$ cat src/sv/ssr_pkg.sv
// Shared definitions for the shift-subtract remainder block.
// Holds the port data width, the default operand width and the command bundle
// that runs from the controller to the datapath. Depends on nothing.
`default_nettype none

package ssr_pkg;

  // Width of the dividend, divisor and remainder fields on the channels.
  localparam int unsigned DATA_W = 64;

  // Default number of operand bits that take part in the division.
  localparam int unsigned WIDTH_DEF = 64;

  typedef struct packed {
    logic load;     // capture the operands and clear the partial remainder
    logic step;     // one restoring compare-and-subtract step
    logic publish;  // copy the finished remainder into the output register
  } ssr_cmd_t;

endpackage : ssr_pkg

`default_nettype wire

$ cat src/sv/ssr_in_if.sv
// Operand channel: valid/ready handshake carrying the dividend and the divisor.
// Depends on ssr_pkg for the field width.
`default_nettype none

interface ssr_in_if;
  logic                        valid;
  logic                        ready;
  logic [ssr_pkg::DATA_W-1:0]  dividend;
  logic [ssr_pkg::DATA_W-1:0]  divisor;

  modport source (output valid, output dividend, output divisor, input ready);
  modport sink   (input valid, input dividend, input divisor, output ready);
endinterface : ssr_in_if

`default_nettype wire

$ cat src/sv/ssr_out_if.sv
// Result channel: valid/ready handshake carrying the remainder.
// Depends on ssr_pkg for the field width.
`default_nettype none

interface ssr_out_if;
  logic                        valid;
  logic                        ready;
  logic [ssr_pkg::DATA_W-1:0]  remainder;

  modport source (output valid, output remainder, input ready);
  modport sink   (input valid, input remainder, output ready);
endinterface : ssr_out_if

`default_nettype wire

$ cat src/sv/shift_subtract_remainder.sv
// Top level of the shift-subtract remainder block: joins controller and datapath.
// Depends on ssr_pkg, ssr_in_if, ssr_out_if, ssr_ctrl and ssr_datapath.
//
// Returns the remainder of an unsigned dividend divided by an unsigned divisor,
// using the low WIDTH bits of each; a zero divisor returns the dividend, and
// result bits at WIDTH and above are zero. An operand transfer is taken only
// while the block is idle. The remainder is formed by a restoring division
// with one compare-and-subtract step per clock, one step per operand bit, on
// a single shared subtractor. After the last step the partial remainder is
// copied into the output register once that register is free, and the block
// then returns to idle and can take the next operands.
// The output register is followed by the next item's load, so a waiting result
// does not hold up the following operands beyond the item in flight.
`default_nettype none

module shift_subtract_remainder #(
  parameter int unsigned WIDTH = ssr_pkg::WIDTH_DEF
) (
  input  wire logic  clk_i,
  input  wire logic  rst_ni,
  ssr_in_if.sink     in_i,
  ssr_out_if.source  out_o
);

  ssr_pkg::ssr_cmd_t cmd;

  ssr_ctrl #(
    .WIDTH (WIDTH)
  ) u_ctrl (
    .clk_i       (clk_i),
    .rst_ni      (rst_ni),
    .in_valid_i  (in_i.valid),
    .in_ready_o  (in_i.ready),
    .out_valid_o (out_o.valid),
    .out_ready_i (out_o.ready),
    .cmd_o       (cmd)
  );

  ssr_datapath #(
    .WIDTH (WIDTH)
  ) u_datapath (
    .clk_i       (clk_i),
    .cmd_i       (cmd),
    .dividend_i  (in_i.dividend),
    .divisor_i   (in_i.divisor),
    .remainder_o (out_o.remainder)
  );

endmodule : shift_subtract_remainder

`default_nettype wire

$ cat src/sv/ssr_datapath.sv
// Datapath of the shift-subtract remainder block: operand registers, partial
// remainder with its compare-and-subtract step, and the output register.
// Depends on ssr_pkg for the command bundle and the field width.
`default_nettype none

module ssr_datapath #(
  parameter int unsigned WIDTH = ssr_pkg::WIDTH_DEF
) (
  input  wire logic                       clk_i,
  input  wire ssr_pkg::ssr_cmd_t          cmd_i,
  input  wire logic [ssr_pkg::DATA_W-1:0] dividend_i,
  input  wire logic [ssr_pkg::DATA_W-1:0] divisor_i,
  output logic      [ssr_pkg::DATA_W-1:0] remainder_o
);

  logic [WIDTH-1:0] num_q, num_d;   // dividend bits still to be brought down
  logic [WIDTH-1:0] den_q, den_d;
  logic [WIDTH-1:0] rem_q, rem_d;   // partial remainder, below the divisor when that is nonzero
  logic [WIDTH-1:0] res_q, res_d;   // output register

  logic [WIDTH:0]   trial;
  logic [WIDTH:0]   diff;

  // Bring down the next dividend bit and try to take the divisor off. With a
  // zero divisor nothing is taken off, so the dividend passes through.
  assign trial = {rem_q, num_q[WIDTH-1]};
  assign diff  = trial - {1'b0, den_q};

  always_comb begin
    num_d = num_q;
    den_d = den_q;
    rem_d = rem_q;
    res_d = res_q;
    if (cmd_i.load) begin
      num_d = dividend_i[WIDTH-1:0];
      den_d = divisor_i[WIDTH-1:0];
      rem_d = '0;
    end else if (cmd_i.step) begin
      num_d = {num_q[WIDTH-2:0], 1'b0};
      if (!diff[WIDTH]) begin
        rem_d = diff[WIDTH-1:0];
      end else begin
        rem_d = trial[WIDTH-1:0];
      end
    end
    if (cmd_i.publish) begin
      res_d = rem_q;
    end
  end

  always_ff @(posedge clk_i) begin
    num_q <= num_d;
    den_q <= den_d;
    rem_q <= rem_d;
    res_q <= res_d;
  end

  assign remainder_o = ssr_pkg::DATA_W'(res_q);

endmodule : ssr_datapath

`default_nettype wire

$ cat src/sv/ssr_ctrl.sv
// Controller of the shift-subtract remainder block: sequences the load, the
// bit steps and the hand-over to the output register, and owns both handshakes.
// Depends on ssr_pkg for the command bundle.
`default_nettype none

module ssr_ctrl #(
  parameter int unsigned WIDTH = ssr_pkg::WIDTH_DEF
) (
  input  wire logic              clk_i,
  input  wire logic              rst_ni,
  input  wire logic              in_valid_i,
  output logic                   in_ready_o,
  output logic                   out_valid_o,
  input  wire logic              out_ready_i,
  output ssr_pkg::ssr_cmd_t      cmd_o
);

  localparam int unsigned CntW = (WIDTH > 1) ? $clog2(WIDTH) : 1;

  typedef enum logic [1:0] {
    ST_IDLE,
    ST_RUN,
    ST_DONE
  } state_e;

  state_e          state_q;
  logic [CntW-1:0] cnt_q;
  logic            out_valid_q;

  logic in_xfer;
  logic out_xfer;
  logic out_free;

  assign in_ready_o  = (state_q == ST_IDLE);
  assign in_xfer     = in_valid_i && in_ready_o;
  assign out_xfer    = out_valid_q && out_ready_i;
  // The output register can take a new result when it is empty or being drained.
  assign out_free    = !out_valid_q || out_ready_i;
  assign out_valid_o = out_valid_q;

  always_comb begin
    cmd_o         = '0;
    cmd_o.load    = in_xfer;
    cmd_o.step    = (state_q == ST_RUN);
    cmd_o.publish = (state_q == ST_DONE) && out_free;
  end

  always_ff @(posedge clk_i or negedge rst_ni) begin
    if (!rst_ni) begin
      state_q     <= ST_IDLE;
      cnt_q       <= '0;
      out_valid_q <= 1'b0;
    end else begin
      unique case (state_q)
        ST_IDLE: begin
          if (in_xfer) begin
            cnt_q   <= CntW'(WIDTH - 1);
            state_q <= ST_RUN;
          end
        end
        ST_RUN: begin
          if (cnt_q == '0) begin
            state_q <= ST_DONE;
          end else begin
            cnt_q <= cnt_q - 1'b1;
          end
        end
        ST_DONE: begin
          if (out_free) begin
            state_q <= ST_IDLE;
          end
        end
        default: begin
          state_q <= ST_IDLE;
        end
      endcase

      if (cmd_o.publish) begin
        out_valid_q <= 1'b1;
      end else if (out_xfer) begin
        out_valid_q <= 1'b0;
      end
    end
  end

endmodule : ssr_ctrl

`default_nettype wire
$ cat src/flat_wrapper.sv
// flat-port wrapper written by rule: the top's interface ports become plain ports
module shift_subtract_remainder_flat 
#(
  parameter int unsigned WIDTH = ssr_pkg::WIDTH_DEF
)
  (clk_i, rst_ni, in_i_valid, in_i_dividend, in_i_divisor, in_i_ready, out_o_valid, out_o_remainder, out_o_ready);
  ssr_in_if in_i_i ();
  ssr_out_if out_o_i ();
  input  wire logic clk_i;
  input  wire logic rst_ni;
  input wire logic [$bits(in_i_i.valid)-1:0] in_i_valid;
  input wire logic [$bits(in_i_i.dividend)-1:0] in_i_dividend;
  input wire logic [$bits(in_i_i.divisor)-1:0] in_i_divisor;
  output wire logic [$bits(in_i_i.ready)-1:0] in_i_ready;
  output wire logic [$bits(out_o_i.valid)-1:0] out_o_valid;
  output wire logic [$bits(out_o_i.remainder)-1:0] out_o_remainder;
  input wire logic [$bits(out_o_i.ready)-1:0] out_o_ready;
  assign in_i_i.valid = in_i_valid;
  assign in_i_i.dividend = in_i_dividend;
  assign in_i_i.divisor = in_i_divisor;
  assign in_i_ready = in_i_i.ready;
  assign out_o_valid = out_o_i.valid;
  assign out_o_remainder = out_o_i.remainder;
  assign out_o_i.ready = out_o_ready;
  shift_subtract_remainder #(.WIDTH(WIDTH)) u_core (.clk_i(clk_i), .rst_ni(rst_ni), .in_i(in_i_i), .out_o(out_o_i));
endmodule
$ cat config.mk
export PLATFORM = sky130hd
export DESIGN_NAME = shift_subtract_remainder_flat
export DESIGN_NICKNAME = d
export VERILOG_FILES = /design/src/sv/ssr_pkg.sv /design/src/sv/ssr_in_if.sv /design/src/sv/ssr_out_if.sv /design/src/sv/shift_subtract_remainder.sv /design/src/sv/ssr_datapath.sv /design/src/sv/ssr_ctrl.sv /design/src/flat_wrapper.sv
export SDC_FILE = /design/constraint.sdc
export NUM_CORES = 1
export LEC_CHECK = 0
export BUFFER_PORTS_ARGS = -buffer_cell sky130_fd_sc_hd__buf_2
export CORE_MARGIN = 2
export CORE_UTILIZATION = 55
export CTS_CLUSTER_DIAMETER = 60
export DETAILED_ROUTE_END_ITERATION = 10
export GPL_ROUTABILITY_DRIVEN = 0
export PLACE_DENSITY = 0.77
export SYNTH_ARGS = -nofsm -noshare
export SYNTH_HDL_FRONTEND = slang
export SYNTH_SLANG_ARGS = --single-unit
$ cat constraint.sdc
create_clock -name clk_i -period 5.9 [get_ports clk_i]
set_input_delay 0.59 -clock clk_i [delete_from_list [all_inputs] [get_ports clk_i]]
set_output_delay 0.59 -clock clk_i [all_outputs]
set_load 0.02 [all_outputs]
==> metrics.md, run 1 <==
| Metric | Value |
|---|---|
| Status | finished, final reports clean |
| Ranking of synthesized cells by area | edfxtp_1 43%, dfxtp_1 9.5%, nand2_1 8.4% |
| GRT Util Overall | 23.53% |
| CTS clk-pin slew, worst paths | 0.06 ns |
| Seq/Total Area, Yosys | a little over half |
| Final hold vios | 0 |
| DP HPWL | roughly 21000 um |
| Initial antenna violation count | 5 |
| Core ar. | 24250 sq um |
| Arrival @ worst endpoint | 4.51 ns |
| Die W | 160.8 um |
| Syn_nets | approximately 1.5k |
| Total setup buffers inserted after CTS | 0 |
| Die Y | 160.8 um |
| Unrepaired setup endpoints after global routing | no |
| Post-synth ARST share | 3.396% |
| Post-synth top area cell | edfxtp_1 |
| Post-synth top area share | approximately 43% |
| Skew-Pair Late Insertion Delay | 0.55 ns |
| Largest net degree at the start of global routing | 76 |
| Row cnt | 57 |
| Worst setup SP type | register |
| Max Slew Vio Count | 0 |
| TritonCTS Sinks | around 270 |
| Fmax | between 0.2 and 0.25 GHz |
| Synth Instances | 1347 |
| Post-synthesis register bit count | around 270 |
| Multi-input logic area | 5665 sq um |
| Slowest cell on the critical path | buf_4 |
| CTS root buffer | clkbuf_16 |
| Main flop type after synthesis | edfxtp_1 |
| Synth cell count leaders | 302 x nand2_1, 192 x edfxtp_1, 94 x o21ai_0, 91 x a21oi_1, 84 x inv_1 |
| Via count | roughly 10k |
| CTS tree | yes |
| P&R area growth vs syn | 15.74% |
| Crit path time final | 4.119 ns |
| Post-CTS sizing | 0 |
| ANT nets after route | 0 |
| Initial core utilization | 55.79% |
| Worst vdd ir | 0.0003282 V |
| First-pass GRT wire length | 50000 um |
| Vias per cell | 5.596 |
| Clock Skew | 0.01432 ns |
| Post-layout util | 64.58% |
| H-tree depth | 1 |
| Final Cycle Share | 69.81% |
| Setup Viol. Count Final | 0 |
| Top Ports | roughly 200 |
| CTS max path bufs | 3 |
| Critical path type | reg -> reg |
| # Max-Cap Violations | 0 |
| Die area | 25870 sq um |
| DR DRC count | 0 |
| Syn Area/Cell | 10.04 sq um |
| CTS Buf Count | 29 |
| Slew @ Worst Pin | 1.050 ns |
| Worst Path Max Fanout | 50 |
| Critical Path RT | 6.29 ns |
| I/O Buffers | 197 |
| Fillers | 1993 |
| Layout cells sized above 1 | 17.08% |
| Synth Cell Area | 13530 sq um |
| Gr ovfl total | 0 |
| Worst path max stage delay | between 0.7 and 0.8 ns |
| Final net count | 1722 |
| Drt first pass iters | 5 |
| Hold Crit Class | in -> reg |
| YS warnings | 0 |
| Vias in the first global route | 10.29k |
| Slew margin rel. | 29.75% |
| Hold-fix buffers, CTS | 1 |
| PD cells | 541.6 nW/um^2 |
| Distinct cells, synth | between 60 and 70 |
| Leak Pwr | 6.738 nW |
| Crit-path cells | inv_1, ha_1, fa_1, nand2b_1, a21o_1, a211oi_4, a211o_2, a21oi_4, o31ai_4, xor2_4, buf_4, mux2i_1, o21ai_0 |
| Top-count cell post-synth | nand2_1 |
| DRT Wirelength | a little over 30000 um |
| Reg area | 7272 sq um |
| EDFF count, synth | 192 |
| Crit. End Element | register |
| Routed len/inst | 16.22 um |
| TNS Setup | 0 ns |
| Initial drt markers | 687 |
placed cells by master, fill, tap and decap left out, types with 4 or more instances in the layout:
cell type,synthesis,final
a211oi_1,5,5
a21o_1,21,21
a21oi_1,91,91
a22oi_1,12,12
a2bb2oi_1,9,9
a31oi_1,15,15
and2_1,7,7
buf_2,13,197
buf_4,0,9
clkbuf_1,40,6
clkbuf_16,0,29
clkbuf_8,0,4
clkinvlp_4,0,4
dfrtp_1,9,9
dfxtp_1,64,64
edfxtp_1,192,192
ha_1,66,66
inv_1,84,82
mux2i_1,37,37
nand2_1,302,301
nand2b_1,10,10
nand3_1,23,23
nand4_1,26,26
nor2_1,46,45
nor2b_1,8,7
nor3_1,12,12
nor4_1,4,4
o211ai_1,6,6
o21a_1,6,6
o21ai_0,94,94
o21ai_1,18,18
o21bai_1,10,10
or3_1,6,6
xnor2_1,45,45
xor2_1,18,18
per-layer routing:
layer | routed length (um) | GRT usage (%) | part of all wire, %
met5 | 13 | 0 | 0.043
met4 | 1003 | 7.955 | 3.3
met3 | 2296 | 5.036 | 7.6
met2 | 14010 | 38.65 | 46
met1 | 13060 | 31.25 | 43
cells by family after synthesis:
group / Yosys count / share of synthesized area (%)
adder cells (fa/ha/maj): 67 / 6.252
buffers and inverters: 146 / 4.504
XOR/XNOR: 64 / 4.282
AND/OR/NAND/NOR: 451 / 14.13
multiplexers: 37 / 2.737
flip-flops: 265 / 53.75
AO/OA/AOI/OAI: 317 / 14.34
sequential cells by signal (all words and copies together) (netlist names):
register and flops:
u_core.u_ctrl.state_q 2, u_core.u_datapath.remainder_o 64, u_core.u_ctrl.out_valid_o 1, u_core.u_ctrl.cnt_q 6, u_core.u_datapath.num_q 64, u_core.u_datapath.den_q 64, u_core.u_datapath.rem_q 64
path summary, 6_finish.rpt:
kind,startpoint,endpoint,slack (ns),cells after the start
min in group asynchronous,rst_ni,u_core.u_ctrl.out_valid_o$_DFFE_PN0P_,0.46,2
hold reg to reg,u_core.u_datapath.rem_q[55]$_SDFFE_PP0P_,u_core.u_datapath.remainder_o[55]$_DFFE_PP_,0.49,0
setup reg to reg,u_core.u_datapath.num_q[63]$_DFFE_PP_,u_core.u_datapath.rem_q[6]$_SDFFE_PP0P_,1.78,13
hold / removal,in_i_divisor[4],u_core.u_datapath.den_q[4]$_DFFE_PP_,0.21,1
setup / recovery,u_core.u_datapath.num_q[63]$_DFFE_PP_,u_core.u_datapath.rem_q[6]$_SDFFE_PP0P_,1.78,13
max in group asynchronous,rst_ni,u_core.u_ctrl.cnt_q[2]$_DFFE_PN0P_,5.25,2
metrics by stage:
step	cell area, sq um	hold slack, ns	setup WS [ns]	total power, mW	std cells
2_1_floorplan	13530	0.2944	1.830	5.947	1347
3_3_place_gp	14710	0.4485	2.002	6.561	1815
3_5_place_dp	14710	0.4567	1.851	6.715	1815
4_1_cts	15650	0.1940	1.807	8.479	1870
5_1_grt	15650	0.1943	1.591	9.119	1871
6_report	15660	0.2107	1.781	8.481	1873
where the power goes:
part | total, mW | switching [mW] | internal (mW)
Clock | 1.74 | 0.736 | 1.00
Sequential | 3.04 | 0.351 | 2.69
Combinational | 3.70 | 2.18 | 1.52
critical path: cells and delay by family (launching register included):
kind / cells / cell delay [ns]
adder cells (fa/ha/maj): 2 / 0.63
buffers and inverters: 2 / 0.77
flip-flops: 1 / 0.34
AO/OA/AOI/OAI: 6 / 1.30
AND/OR/NAND/NOR: 1 / 0.18
XOR/XNOR: 1 / 0.43
multiplexers: 1 / 0.27
cell type report:
class	instances	share of cell area [%]
inverter	84	2.030
timing repair buffer	207	6.792
clock inverter	15	0.7911
multi-input combinational	936	36.18
sequential	265	46.44
tap	324	2.589
clock buffer	39	5.130
antenna	3	0.04794
(Power assumes the default switching activity.)
==> run 2: changes to the inputs <==
==> constraint.sdc (replaced) <==
create_clock -name clk_i -period 3.94 [get_ports clk_i]
set_input_delay 0.394 -clock clk_i [delete_from_list [all_inputs] [get_ports clk_i]]
set_output_delay 0.394 -clock clk_i [all_outputs]
set_load 0.02 [all_outputs]
==> metrics.md, run 2 (synthesis results as in run 1) <==
| Metric | Value |
|---|---|
| Slew @ Worst Pin | 0.8571 ns (-0.1928 ns) |
| Placed insts | 1819 (+0.22%) |
| Fmax | 0.2814 GHz (+16%) |
| First-pass GRT wire length | 49500 um (-1.0%) |
| Initial drt markers | 827 (+20%) |
| Final net count | 1725 (+0.17%) |
| Core ar. | 24250 sq um (unchanged) |
| Gr ovfl total | 0 (unchanged) |
| CTS Buf Count | 28 (-3.4%) |
| Drt first pass iters | 5 (unchanged) |
| I/O Buffers | 197 (unchanged) |
| Layout cells sized above 1 | 17.12% (+0.043 points) |
| Slowest cell on the critical path | nand2_1 |
| DP HPWL | 21510 um (+1.2%) |
| Die W | 160.8 um (unchanged) |
| CTS tree | yes |
| Power Total | 12.79 mW (+51%) |
| Hold Crit Class | in -> reg |
| DRT Wirelength | 30390 um (about the same) |
| Critical Path RT | 4.40 ns (-1.89 ns) |
| Final Cycle Share | 90.18% (+20 points) |
| CTS root buffer | clkbuf_16 |
| Crit path time final | 3.553 ns (-0.5655 ns) |
| Leak Pwr | 6.782 nW (+0.64%) |
| Final hold vios | 0 (unchanged) |
| ANT nets after route | 0 (unchanged) |
| Crit. End Element | register |
| H-tree depth | 1 (unchanged) |
| CTS clk-pin slew, worst paths | 0.06 ns (about the same) |
| Total setup buffers inserted after CTS | 0 (unchanged) |
| P&R area growth vs syn | 16.25% |
| Worst Hold Path Cells | 1 (unchanged) |
| Die area | 25870 sq um (unchanged) |
| Initial core utilization | 55.79% (unchanged) |
| Routed len/inst | 16.20 um (-0.15%) |
| Top Ports | 198 (unchanged) |
| TNS Setup | 0 ns (unchanged) |
| Worst setup SP type | register |
| Crit-path cells | inv_1, ha_1, fa_1, nand2b_1, a21o_1, a211oi_4, a211o_2, a21oi_4, o31ai_4, xor2_4, nand2_1, o21ai_0 |
| GRT Util Overall | 23.33% (-0.20 points) |
| Commonest non-fill, non-tap cell in the layout | nand2_1 |
| Arrival @ worst endpoint | 4.01 ns (-0.50 ns) |
| Final cell count without fillers | 1876 (+0.16%) |
| Setup Viol. Count Final | 0 (unchanged) |
| Row cnt | 57 (unchanged) |
| # Max-Cap Violations | 0 (unchanged) |
| DR DRC count | 0 (unchanged) |
| Worst vdd ir | 0.0005961 V (+82%) |
| Initial antenna violation count | 6 (+1) |
| Worst hold margin | 0.02084 ns (-0.1899 ns) |
| Via count | 10.40k (-0.83%) |
| Largest net degree at the start of global routing | 76 (unchanged) |
| CTS max path bufs | 3 (unchanged) |
| Worst reg-to-reg setup slack | 0.39 ns (-1.39 ns) |
| Skew-Pair Late Insertion Delay | 0.55 ns (about the same) |
| Commonest non-fill, non-tap cells in the layout | 301 x nand2_1, 197 x buf_2, 192 x edfxtp_1 |
| Slew margin rel. | 41.38% (+12 points) |
| PD cells | 813.1 nW/um^2 (+50%) |
| Vias per cell | 5.541 (-0.99%) |
| Unrepaired setup endpoints after global routing | no |
| TritonCTS Sinks | 265 (unchanged) |
| Max Slew Vio Count | 0 (unchanged) |
| FF-to-FF path depth | 12 (-1) |
| Die Y | 160.8 um (unchanged) |
| Critical path type | reg -> reg |
| Vias in the first global route | 10.11k (-1.7%) |
| Worst path max stage delay | 0.47 ns (-0.25 ns) |
| Clock Skew | 0.007174 ns (-0.007147 ns) |
| Status | finished, final reports clean |
| Worst Path Max Fanout | 20 (-60%) |
run 2: cell types whose count changed in the layout (fill, tap and decap cells not counted), sizes merged:
cell      change
clkinv        -2
bufinv        +1
diode         +1
clkinvlp      -3
buf           +4
clkbuf        +5
inv           -3
run 2: report_power, final:
group / total [mW] / switching [mW] / internal, mW
Clock: 2.66 / 1.05 / 1.60
Combinational: 5.56 / 3.23 / 2.33
Sequential: 4.57 / 0.545 / 4.03
run 2: critical path, delay by kind of cell (launching register included):
kind | cells | cell delay [ns]
flip-flops | 1 | 0.34
adder cells (fa/ha/maj) | 2 | 0.60
XOR/XNOR | 1 | 0.34
AO/OA/AOI/OAI | 6 | 1.49
buffers and inverters | 1 | 0.05
AND/OR/NAND/NOR | 2 | 0.65
run 2: through the flow:
stage               util (%)  cell area [sq um]  setup slack [ns]
floorplan                  -              13530           0.01130
global placement       60.86              14760            0.5414
detailed placement     60.86              14760            0.4284
CTS                    64.82              15720            0.3881
global route           64.82              15720            0.1424
finish                 64.86              15730            0.3868
run 2: area by class of cell:
class	instances	area, sq um
Timing Repair Buffer	211	1106
Inverter	84	317.8
Multi-Input combinational cell	936	5665
Tap cell	324	405.4
Clock inverter	8	100.1
Antenna cell	4	10.01
Fill cell	1960	8521
Sequential cell	265	7272
Clock buffer	44	850.8
run 2: path summary, 6_finish.rpt:
kind / to / from
max: u_core.u_datapath.rem_q[39]$_SDFFE_PP0P_ / u_core.u_datapath.num_q[63]$_DFFE_PP_
min: u_core.u_datapath.den_q[22]$_DFFE_PP_ / in_i_divisor[22]
max reg2reg: u_core.u_datapath.rem_q[39]$_SDFFE_PP0P_ / u_core.u_datapath.num_q[63]$_DFFE_PP_
min reg2reg: u_core.u_datapath.remainder_o[5]$_DFFE_PP_ / u_core.u_datapath.rem_q[5]$_SDFFE_PP0P_
max in group asynchronous: u_core.u_ctrl.cnt_q[5]$_DFFE_PN0P_ / rst_ni
min in group asynchronous: u_core.u_ctrl.cnt_q[1]$_DFFE_PN0P_ / rst_ni
run 2: timing repair:
item / in CTS / in global routing
resized for setup: 0 / 0
hold buffers: 1 / 0
hold endpoints to repair: 9 / 0
run 2: layer usage:
metal / GRT usage, % / part of all wire [%] / up-vias / routed length, um
li1: - / - / 5145 / -
met2: 38.29 / 46 / 372 / 13910
met4: 7.468 / 3.6 / 4 / 1108
met5: 0 / 0.079 / - / 24
met3: 5.191 / 7.5 / 82 / 2269
met1: 31.03 / 43 / 4792 / 13070
==> run 3: changes to the inputs <==
==> constraint.sdc (replaced) <==
create_clock -name clk_i -period 3.94 [get_ports clk_i]
set_input_delay 0 -clock clk_i [delete_from_list [all_inputs] [get_ports clk_i]]
set_output_delay 0 -clock clk_i [all_outputs]
set_load 0.02 [all_outputs]
==> metrics.md, run 3 (synthesis results as in run 1) <==
| Metric | Value |
|---|---|
| Status | finished, final reports clean |
| Die area | 25870 sq um (unchanged) |
| Final net count | 1858 (+7.7%) |
| CTS max path bufs | 3 (unchanged) |
| First-pass GRT wire length | 55890 um (+13%) |
| DP HPWL | 21450 um (-0.25%) |
| Power Total | 13.06 mW (+2.2%) |
| Gr ovfl total | 0 (unchanged) |
| Reg area | 7272 sq um (unchanged) |
| Drt first pass iters | 5 (unchanged) |
| Clk pwr share | 20.7% (about the same) |
| Worst reg-to-reg setup slack | 0.32 ns (-0.06 ns) |
| Commonest non-fill, non-tap cells in the layout | 301 x nand2_1, 197 x buf_2, 192 x edfxtp_1 |
| GRT Util Overall | 26.56% (+3.2 points) |
| Worst path max stage delay | 0.48 ns (about the same) |
| Sequential Power Share | 35.3% (-0.4 points) |
| Crit path time final | 3.616 ns (+0.06254 ns) |
| Die Y | 160.8 um (unchanged) |
| Leak Pwr | 7.352 nW (+8.4%) |
| Worst path top cell family by delay | compound AO/OA/AOI/OAI gates |
| Crit-path cells | inv_1, ha_1, fa_1, nand2b_1, a21o_1, a211oi_4, a211o_2, a21oi_4, o31ai_4, xor2_4, nand2_1, o21ai_0 |
| Initial drt markers | 801 (-3.1%) |
| H-tree depth | 1 (unchanged) |
| DR DRC count | 0 (unchanged) |
| Worst vdd ir | 0.0003853 V (-35%) |
| Worst r2r src | u_core.u_datapath.num_q[63]$_DFFE_PP_ |
| Core ar. | 24250 sq um (unchanged) |
| DRT Wirelength | 34690 um (+14%) |
| TNS Setup | 0 ns (unchanged) |
| Skew-Pair Late Insertion Delay | 0.55 ns (about the same) |
| Die W | 160.8 um (unchanged) |
| Hold Crit Class | in -> reg |
| # Max-Cap Violations | 0 (unchanged) |
| FF-to-FF path depth | 12 (unchanged) |
| Arrival @ worst endpoint | 4.06 ns (+0.05 ns) |
| Comb pwr share | 44.0% (+0.5 points) |
| Slew @ Worst Pin | 0.8582 ns (+0.001068 ns) |
| ANT nets after route | 0 (unchanged) |
| Commonest non-fill, non-tap cell in the layout | nand2_1 |
| Worst Path Max Fanout | 20 (unchanged) |
| Via count | 11.26k (+8.3%) |
| Crit. End Element | register |
| CTS tree | yes |
| Routing usage on met1 | 33.81% (+2.8 points) |
| Final Cycle Share | 91.77% (+1.6 points) |
| Switching Share | 38.47% (+0.72 points) |
| GRT busiest layer | met2 |
| I/O Buffers | 197 (unchanged) |
| Max Slew Vio Count | 0 (unchanged) |
| Unrepaired setup endpoints after global routing | no |
| Setup Viol. Count Final | 0 (unchanged) |
| Slew margin rel. | 41.31% (-0.073 points) |
| Largest net degree at the start of global routing | 76 (unchanged) |
| Row cnt | 57 (unchanged) |
| Met2 GRT Util | 45.92% (+7.6 points) |
| Layout cells sized above 1 | 16.12% (-1.0 points) |
| TritonCTS Sinks | 265 (unchanged) |
| Vias per cell | 5.611 (+1.3%) |
| CTS clk-pin slew, worst paths | 0.06 ns (about the same) |
| Slowest cell on the critical path | nand2_1 |
| Net switching power | 5.026 mW (+4.1%) |
| Worst Hold Path Cells | 2 (+1) |
| Multi-input logic area | 5665 sq um (unchanged) |
| Critical Path RT | 4.38 ns (-0.02 ns) |
| Met3 Resource Use GR | 4.830% (-0.36 points) |
| Initial antenna violation count | 1 (-5) |
| Final hold vios | 0 (unchanged) |
| Critical path type | reg -> reg |
| Post-CTS sizing | 0 (unchanged) |
| Top Ports | 198 (unchanged) |
| Fillers | 1747 (-11%) |
| CTS Buf Count | 29 (+3.6%) |
| P&R area growth vs syn | 26.03% |
| CTS root buffer | clkbuf_16 |
| Reg-to-Reg End | u_core.u_datapath.rem_q[34]$_SDFFE_PP0P_ |
| Clock Skew | 0.01625 ns (+0.009077 ns) |
| CP Buf/Inv Count | 1 (unchanged) |
| Fmax | 0.2766 GHz (-1.7%) |
| Worst setup SP type | register |
| Worst hold start | in_i_divisor[18] |
| Vias in the first global route | 11.32k (+12%) |
| Hold path endpoint | u_core.u_datapath.den_q[18]$_DFFE_PP_ |
| Int Pwr | 8.038 mW (+0.98%) |
| Initial core utilization | 55.79% (unchanged) |
| PD cells | 766.2 nW/um^2 (-5.8%) |
| Routed len/inst | 17.29 um (+6.8%) |
run 3: cell count changes in the layout (fill, tap and decap cells not counted), moves of 2 or more:
| cell | previous run | this run |
|---|---|---|
| clkbuf_1 | 7 | 5 |
| clkbuf_16 | 28 | 30 |
| clkinv_1 | 3 | 1 |
| diode_2 | 4 | 1 |
| dlygate4sd3_1 | 1 | 132 |
| clkinv_2 | 1 | 5 |
| clkbuf_8 | 9 | 7 |
| inv_8 | 0 | 2 |
run 3: what timing repair did:
item | CTS | global route
hold endpoints to repair | 139 | 0
hold buffers | 132 | 0
setup buffers | 0 | 0
run 3: layout make-up:
| type | count | area share [%] |
|---|---|---|
| Clock inverter | 11 | 0.5723 |
| Tap cell | 324 | 2.377 |
| Antenna cell | 1 | 0.01468 |
| Clock buffer | 42 | 5.078 |
| Multi-Input combinational cell | 936 | 33.23 |
| Inverter | 84 | 1.864 |
| Sequential cell | 265 | 42.65 |
| Timing Repair Buffer | 343 | 14.22 |
run 3: stage by stage:
step / worst slack (ns) / area, sq um / instances / hold slack (ns) / util, %
final: 0.3243 / 17050 / 2006 / 0.1681 / 70.32
after global routing: 0.03467 / 17050 / 2006 / 0.1562 / 70.32
after global placement: 0.5446 / 14760 / 1820 / -0.1389 / 60.89
after detailed placement: 0.3470 / 14760 / 1820 / -0.1373 / 60.89
after CTS: 0.3111 / 17050 / 2005 / 0.1463 / 70.31
after floorplan: 0.01130 / 13530 / 1347 / -0.2956 / -
run 3: worst max path at each step:
| stage | end | start | slack (ns) | cells after the start |
|---|---|---|---|---|
| 2_1_floorplan | u_core.u_datapath.remainder_o[0]$_DFFE_PP_ | u_core.u_ctrl.out_valid_o$_DFFE_PN0P_ | 0.01 | 2 |
| 3_3_place_gp | u_core.u_datapath.rem_q[15]$_SDFFE_PP0P_ | u_core.u_datapath.num_q[63]$_DFFE_PP_ | 0.54 | 13 |
| 3_5_place_dp | u_core.u_datapath.rem_q[39]$_SDFFE_PP0P_ | u_core.u_datapath.num_q[63]$_DFFE_PP_ | 0.35 | 12 |
| 4_1_cts | u_core.u_datapath.rem_q[34]$_SDFFE_PP0P_ | u_core.u_datapath.num_q[63]$_DFFE_PP_ | 0.31 | 12 |
| 5_1_grt | u_core.u_datapath.rem_q[49]$_SDFFE_PP0P_ | u_core.u_datapath.num_q[63]$_DFFE_PP_ | 0.03 | 12 |
| 6_report | u_core.u_datapath.rem_q[34]$_SDFFE_PP0P_ | u_core.u_datapath.num_q[63]$_DFFE_PP_ | 0.32 | 12 |
run 3: power by group through the flow:
stage                     Sequential, mW  Combinational (mW)  Clock (mW)
final                               4.61                5.75        2.70
after floorplan                     4.42                4.49           0
after global placement              4.58                5.31           0
after detailed placement            4.62                5.48           0
after global routing                4.69                6.41        2.84
after CTS                           4.58                5.62        2.73
run 3: worst reg2reg max path: cells and delay by family (launching register included):
family / cells / cell delay, ns
buffers and inverters: 1 / 0.05
adders and majority gates: 2 / 0.61
DFF: 1 / 0.36
xor gates and xnor gates: 1 / 0.34
AOI/OAI and AO/OA: 6 / 1.51
and+or+nand+nor: 2 / 0.66
run 3: layer usage:
metal	vias up	share of wire, %
met5	-	0
met1	5291	41
met3	77	7.6
li1	5402	-
met4	0	2.7
met2	486	49
